===== src/hdl/pps_pkg.sv =====
// ----------------------------------------------------------------------------
// pps_pkg
// Shared types, constants and arithmetic helpers for the pure pursuit
// steering block.
// ----------------------------------------------------------------------------
package pps_pkg;

  localparam int PATH_DEPTH_DEF = 128;
  localparam int WINDOW_MAX_DEF = 64;

  // Register indexes on the configuration port
  typedef enum logic [1:0] {
    CFG_LOOKAHEAD = 2'd0,
    CFG_GAIN      = 2'd1,
    CFG_WINDOW    = 2'd2,
    CFG_PATH_LEN  = 2'd3
  } cfg_idx_t;

  localparam logic [30:0] LOOKAHEAD_RST = 31'd98304;
  localparam logic [15:0] GAIN_RST      = 16'd819;
  localparam logic [6:0]  WINDOW_RST    = 7'd25;
  localparam logic [7:0]  PATH_LEN_RST  = 8'd100;

  localparam logic KIND_LOAD = 1'b0;
  localparam logic KIND_POSE = 1'b1;

  localparam logic signed [15:0] Q_ONE      = 16'sd16384;
  localparam logic signed [31:0] R_ONE      = 32'sd268435456;
  localparam logic [15:0]        STEER_HALF = 16'd2048;
  localparam logic [15:0]        STEER_MAX  = 16'hFFFF;
  localparam logic [9:0]         SPEED_FAST = 10'd256;
  localparam logic [9:0]         SPEED_SLOW = 10'd128;

  typedef struct packed {
    logic               kind;
    logic [6:0]         waypoint_index;
    logic signed [31:0] coord_x;
    logic signed [31:0] coord_y;
    logic signed [31:0] shift_x;
    logic signed [31:0] shift_y;
    logic signed [15:0] rot_w;
    logic signed [15:0] rot_x;
    logic signed [15:0] rot_y;
    logic signed [15:0] rot_z;
    logic               transform_ok;
  } in_item_t;

  typedef struct packed {
    logic [15:0] steering;
    logic [9:0]  speed;
    logic [6:0]  target_slot;
    logic        target_found;
  } out_item_t;

  typedef enum logic [3:0] {
    ST_IDLE, ST_LOAD, ST_SMOD, ST_SCAN, ST_ROTQ, ST_ROTM, ST_ROTX,
    ST_ROTY, ST_ROTW, ST_MAG, ST_ROOT, ST_WAIT, ST_DONE
  } pps_state_t;

  typedef enum logic [2:0] {
    RD_IDLE, RD_SQRT, RD_DIVI, RD_DIV, RD_DONE
  } rd_state_t;

  // Saturate a quaternion component to -1.0 .. 1.0
  function automatic logic signed [15:0] sat_q(input logic signed [15:0] v);
    logic signed [15:0] r;
    if (v > Q_ONE) r = Q_ONE;
    else if (v < -Q_ONE) r = -Q_ONE;
    else r = v;
    return r;
  endfunction

  // Magnitude of a signed 32-bit value
  function automatic logic [31:0] abs32(input logic signed [31:0] v);
    logic [31:0] r;
    r = v[31] ? 32'(-v) : 32'(v);
    return r;
  endfunction

  // Round Q4.28 x Q16.16 sum to Q16.16, add shift, saturate to 32 bits
  function automatic logic signed [31:0] round_sat(input logic signed [63:0] p0,
                                                   input logic signed [63:0] p1,
                                                   input logic signed [31:0] sh);
    logic signed [65:0] s;
    logic signed [37:0] t;
    logic signed [38:0] v;
    logic signed [31:0] r;
    s = 66'(p0) + 66'(p1) + 66'sd134217728;
    t = 38'(s >>> 28);
    v = 39'(t) + 39'(sh);
    if (v > 39'sd2147483647) r = 32'sh7FFFFFFF;
    else if (v < -39'sd2147483648) r = 32'sh80000000;
    else r = 32'(v);
    return r;
  endfunction

endpackage


===== src/hdl/pps_root_div.sv =====
// ----------------------------------------------------------------------------
// pps_root_div
// Floor square root of the squared target distance, one bit pair a cycle,
// then a restoring divide of the rounded numerator, one quotient bit a cycle.
// ----------------------------------------------------------------------------
module pps_root_div
  import pps_pkg::*;
(
  input  logic        clk,
  input  logic        rst,
  input  logic        start,
  input  logic [63:0] sum,
  input  logic [48:0] num,
  output logic        done,
  output logic [15:0] steer
);

  rd_state_t   state, state_next;
  logic [63:0] v, r, bitp, rb;
  logic [4:0]  iter;
  logic [31:0] d;
  logic [49:0] n, rem;
  logic [46:0] dsh;
  logic [15:0] q;

  assign rb    = r + bitp;
  assign d     = r[31:0];
  assign n     = {1'b0, num} + 50'(d >> 1);
  assign steer = q;

  // Next state
  always_comb begin
    state_next = state;
    unique case (state)
      RD_IDLE: if (start) state_next = RD_SQRT;
      RD_SQRT: if (iter == 5'd0) state_next = RD_DIVI;
      RD_DIVI: begin
        if (d == 32'd0 || n >= {2'b0, d, 16'b0}) state_next = RD_DONE;
        else state_next = RD_DIV;
      end
      RD_DIV:  if (iter == 5'd0) state_next = RD_DONE;
      RD_DONE: state_next = RD_IDLE;
      default: state_next = RD_IDLE;
    endcase
  end

  // Outputs
  always_comb begin
    done = (state == RD_DONE);
  end

  always_ff @(posedge clk) begin
    if (rst) state <= RD_IDLE;
    else state <= state_next;
  end

  // Datapath: root iterations, then quotient bits
  always_ff @(posedge clk) begin
    unique case (state)
      RD_IDLE: begin
        v    <= sum;
        r    <= 64'd0;
        bitp <= 64'd1 << 62;
        iter <= 5'd31;
      end
      RD_SQRT: begin
        if (v >= rb) begin
          v <= v - rb;
          r <= (r >> 1) + bitp;
        end else begin
          r <= r >> 1;
        end
        bitp <= bitp >> 2;
        iter <= iter - 5'd1;
      end
      RD_DIVI: begin
        rem  <= n;
        dsh  <= {d, 15'b0};
        iter <= 5'd15;
        if (d == 32'd0) q <= 16'd0;
        else if (n >= {2'b0, d, 16'b0}) q <= STEER_MAX;
        else q <= 16'd0;
      end
      RD_DIV: begin
        if (rem >= 50'(dsh)) begin
          rem <= rem - 50'(dsh);
          q   <= {q[14:0], 1'b1};
        end else begin
          q   <= {q[14:0], 1'b0};
        end
        dsh  <= dsh >> 1;
        iter <= iter - 5'd1;
      end
      RD_DONE: begin
      end
      default: begin
      end
    endcase
  end

endmodule


===== config.mk =====
export PLATFORM = sky130hd
export DESIGN_NAME = pps_root_div
export DESIGN_NICKNAME = d
export VERILOG_FILES = /design/src/hdl/pps_pkg.sv /design/src/hdl/pps_root_div.sv
export SDC_FILE = /design/constraint.sdc
export NUM_CORES = 1
export LEC_CHECK = 0
export ABC_AREA = 1
export CAP_MARGIN = 10
export CORE_ASPECT_RATIO = 0.9
export CORE_MARGIN = 3
export CORE_UTILIZATION = 35
export CTS_BUF_LIST = sky130_fd_sc_hd__clkbuf_4
export DETAILED_ROUTE_END_ITERATION = 16
export DONT_BUFFER_PORTS = 1
export GPL_ROUTABILITY_DRIVEN = 0
export PLACE_DENSITY = 0.6
export SYNTH_ARGS = -nofsm -noshare
export SYNTH_HDL_FRONTEND = slang
export SYNTH_SLANG_ARGS = --single-unit

===== constraint.sdc =====
create_clock -name clk -period 15.1 [get_ports clk]
set_clock_uncertainty 0.05 [all_clocks]
set_input_delay 3.02 -clock clk [delete_from_list [all_inputs] [get_ports clk]]
set_output_delay 3.02 -clock clk [all_outputs]
set_load 0.02 [all_outputs]

==> results.cfg <==
[synthesis]
synth_warnings = 0
synth_nets = 4468
synth_area_mm2 = 0.0283
synth_top_cell_area_share_pct = 29.5
synthCells = 4107
synth.distinct_cells = 66
synth-seq-cells = 281
synth_top_area_cell = edfxtp_1
synth_area_per_cell_um2 = 6.90
synth_area_leaders = edfxtp_1 (29%), nand2_1 (14%), ha_1 (11%)
seq_area_frac_synth_pct = 29.7

[min_path]
hp-class = flip-flop to flip-flop
min_to = dsh[43]$_DFFE_PP_
min_from = dsh[44]$_DFFE_PP_
holdPathStages = 2

[critical_path]
worstReg2RegStart = r[2]$_SDFFCE_PP0P_
worstReg2RegEnd = r[53]$_SDFFCE_PP0P_
worst_path_max_delay_cell = edfxtp_1
rrSetupSlack_ns = 8.55
critPathMaxFanout = 54
path_common_cell = nand2_1
end_kind = flip-flop
start_kind = flip-flop
worstPathArrival_ns = 7.08
required_ns = 15.63
timing_worst_setup_path_type = flip-flop to flip-flop
ff2ff_path_depth = 28
slowest_delay_ns = 0.57

[drt]
wl_per_cell_um = 18.8
dr.pass1.iters = 6
drc_errors = 0
drt_iter0_drc = 2525
drtAntennaViolNets = 0
viasPerCell = 5.37
num_vias = 28300
totalWireLength_um = 98700

[finish]
layout_common_cells = nand2_1 (1024), inv_1 (545), nor2_1 (455)
final_common_cell = nand2_1
area_growth_pct = 7.81
fin_nets = 4502
layout-drive-gt1-share_pct = 5.38
nFillCells = 8512
instances_no_fill = 5262

[sta]
max_slew.worst_pin.slew_ns = 1.03
hold_viol = 0
max_freq_ghz = 0.153
whs_ns = 0.481
setup_tns_ns = 0
finalSetupViolations = 0
min_period_ns = 6.55
rsz0062_at_grt = false
slew_headroom_pct = 31.1
drv_slew = 0
fin_crit_sh_pct = 43.4

[pwr]
p_int_uw = 2760
pwr-share-clk_pct = 12.9
switching_share_pct = 53.0
switchingPower_uw = 3110
power.density_mw_per_mm2 = 192
p_leak_uw = 0.0124
power_uw = 5870
seqPwrFrac_pct = 24.3
combPwrFrac_pct = 62.8
peakVddDrop_v = 0.000116

[global_route]
grt_max_degree = 85
grt.total_usage_pct = 22.9
antenna_found_initial = 9
first_global_vias = 27000
overflow = 0
grt_pass1_wl_um = 151000

[placed_design]
dp_hpwl_um = 80000
port_buffers = 0
dp_cells = 5108

[clocking]
cts.path.max_buffers = 3
clk_pin_slew_ns = 0.08
htreeDepth = 3
cts_tree = done
cts_buffers = 81
post_cts_buffers = 0
clk_latency_ns = 0.90
root_buffer = clkbuf_4
post_cts_resized = 0
cts_sinks = 281
cts-hold-fix-buffers = 0

[flow_run]
max-cap-violations = 0

[floorplan]
core_area_mm2 = 0.0798
die_x_um = 306
start_util_pct = 35.5
rows = 98
io_pins = 133
die_y_um = 276
die-area_mm2 = 0.0844

[run_status]
status = complete, no violations
[registers in the layout, summed over array words and instances (netlist names)]
name   cells
r         64
v         64
rem       50
dsh       47
bitp      32
steer     16
iter       5
state      3
[routing by layer]
layer	track usage, %	wire [um]	vias up	share of wire, %
li1	-	-	14000	-
met1	30.2	43400	13000	44
met4	8.38	3710	8	3.8
met5	0	56	-	0.057
met3	4.14	7380	218	7.5
met2	37.6	44100	1072	45
[through the flow]
step	utilization, %	setup slack, ns	area (um2)
detailed placement	36.9	7.89	29500
global placement	36.9	7.95	29500
finish	38.3	8.55	30500
CTS	38.2	8.60	30500
global route	38.3	8.10	30500
floorplan	-	8.65	28300
[area by class of cell]
type	instances	area, um2	share of cell area [%]
multi-input combinational	3209	17600	57.5
antenna	10	25.0	0.0819
sequential	281	8410	27.5
inverter	556	2090	6.84
clock buffer	117	878	2.88
clock inverter	27	170	0.557
tap	1050	1310	4.30
timing repair buffer	12	90.1	0.295
[cells in the mapped netlist (all sizes together)]
library cell / instances
nand2: 1038
inv: 554
nor2: 465
o21ai: 403
a21oi: 337
edfxtp: 278
ha: 242
nand3: 189
xor2: 95
xnor2: 94
a31oi: 62
nor3: 55
clkbuf: 36
nand4: 32
a21o: 28
or2: 26
buf: 25
nor4: 25
o21bai: 19
a21boi: 12
a221oi: 11
and3: 11
nand3b: 11
o211ai: 11
o21a: 9
o2111ai: 8
a211oi: 5
o311ai: 4
dfxtp: 3
fa: 3
and2: 2
clkinv: 2
o22ai: 2
o31ai: 2
a2111oi: 1
a221o: 1
a22oi: 1
nor2b: 1
o211a: 1
o221a: 1
o221ai: 1
o2bb2ai: 1
[worst max-delay path: cells and delay by family (launching register included)]
family / cells / cell delay [ns]
AOI/OAI and AO/OA: 8 / 1.68
xor gates and xnor gates: 1 / 0.31
adders and majority gates: 2 / 0.78
buffers and inverters: 2 / 0.91
DFF: 1 / 0.57
and+or+nand+nor: 15 / 1.82
[cells by family (layout without fill, tap and decap cells)]
family                   Yosys count  count (layout)  synth area share (%)
buffers and inverters            617             712                  8.43
other                              0              10                     0
AND/OR/NAND/NOR                 1855            1855                  27.1
XOR/XNOR                         189             189                  5.84
AO/OA/AOI/OAI                    920             920                  18.1
adder cells (fa/ha/maj)          245             245                  10.9
flip-flops                       281             281                  29.7
[power groups by stage]
stage          registers [uW]  logic (uW)  clock network, uW
6_report                 1420        3690                757
3_3_place_gp             1430        3590                  0
5_1_grt                  1440        4110                828
3_5_place_dp             1430        3610                  0
4_1_cts                  1420        3630                784
2_1_floorplan            1310        2710                  0
[how the worst max path moves through the flow]
stage | from | to | slack (ns) | depth (start not counted)
floorplan | num[0] | steer[10]$_DFFE_PP_ | 8.65 | 29
global placement | num[0] | steer[0]$_DFFE_PP_ | 7.95 | 28
detailed placement | num[0] | steer[9]$_DFFE_PP_ | 7.89 | 28
CTS | r[2]$_SDFFCE_PP0P_ | v[14]$_DFFE_PP_ | 8.60 | 23
global route | r[4]$_SDFFCE_PP0P_ | v[26]$_DFFE_PP_ | 8.10 | 23
finish | r[2]$_SDFFCE_PP0P_ | r[53]$_SDFFCE_PP0P_ | 8.55 | 28
No activity file was read; power rests on OpenSTA's default activity.
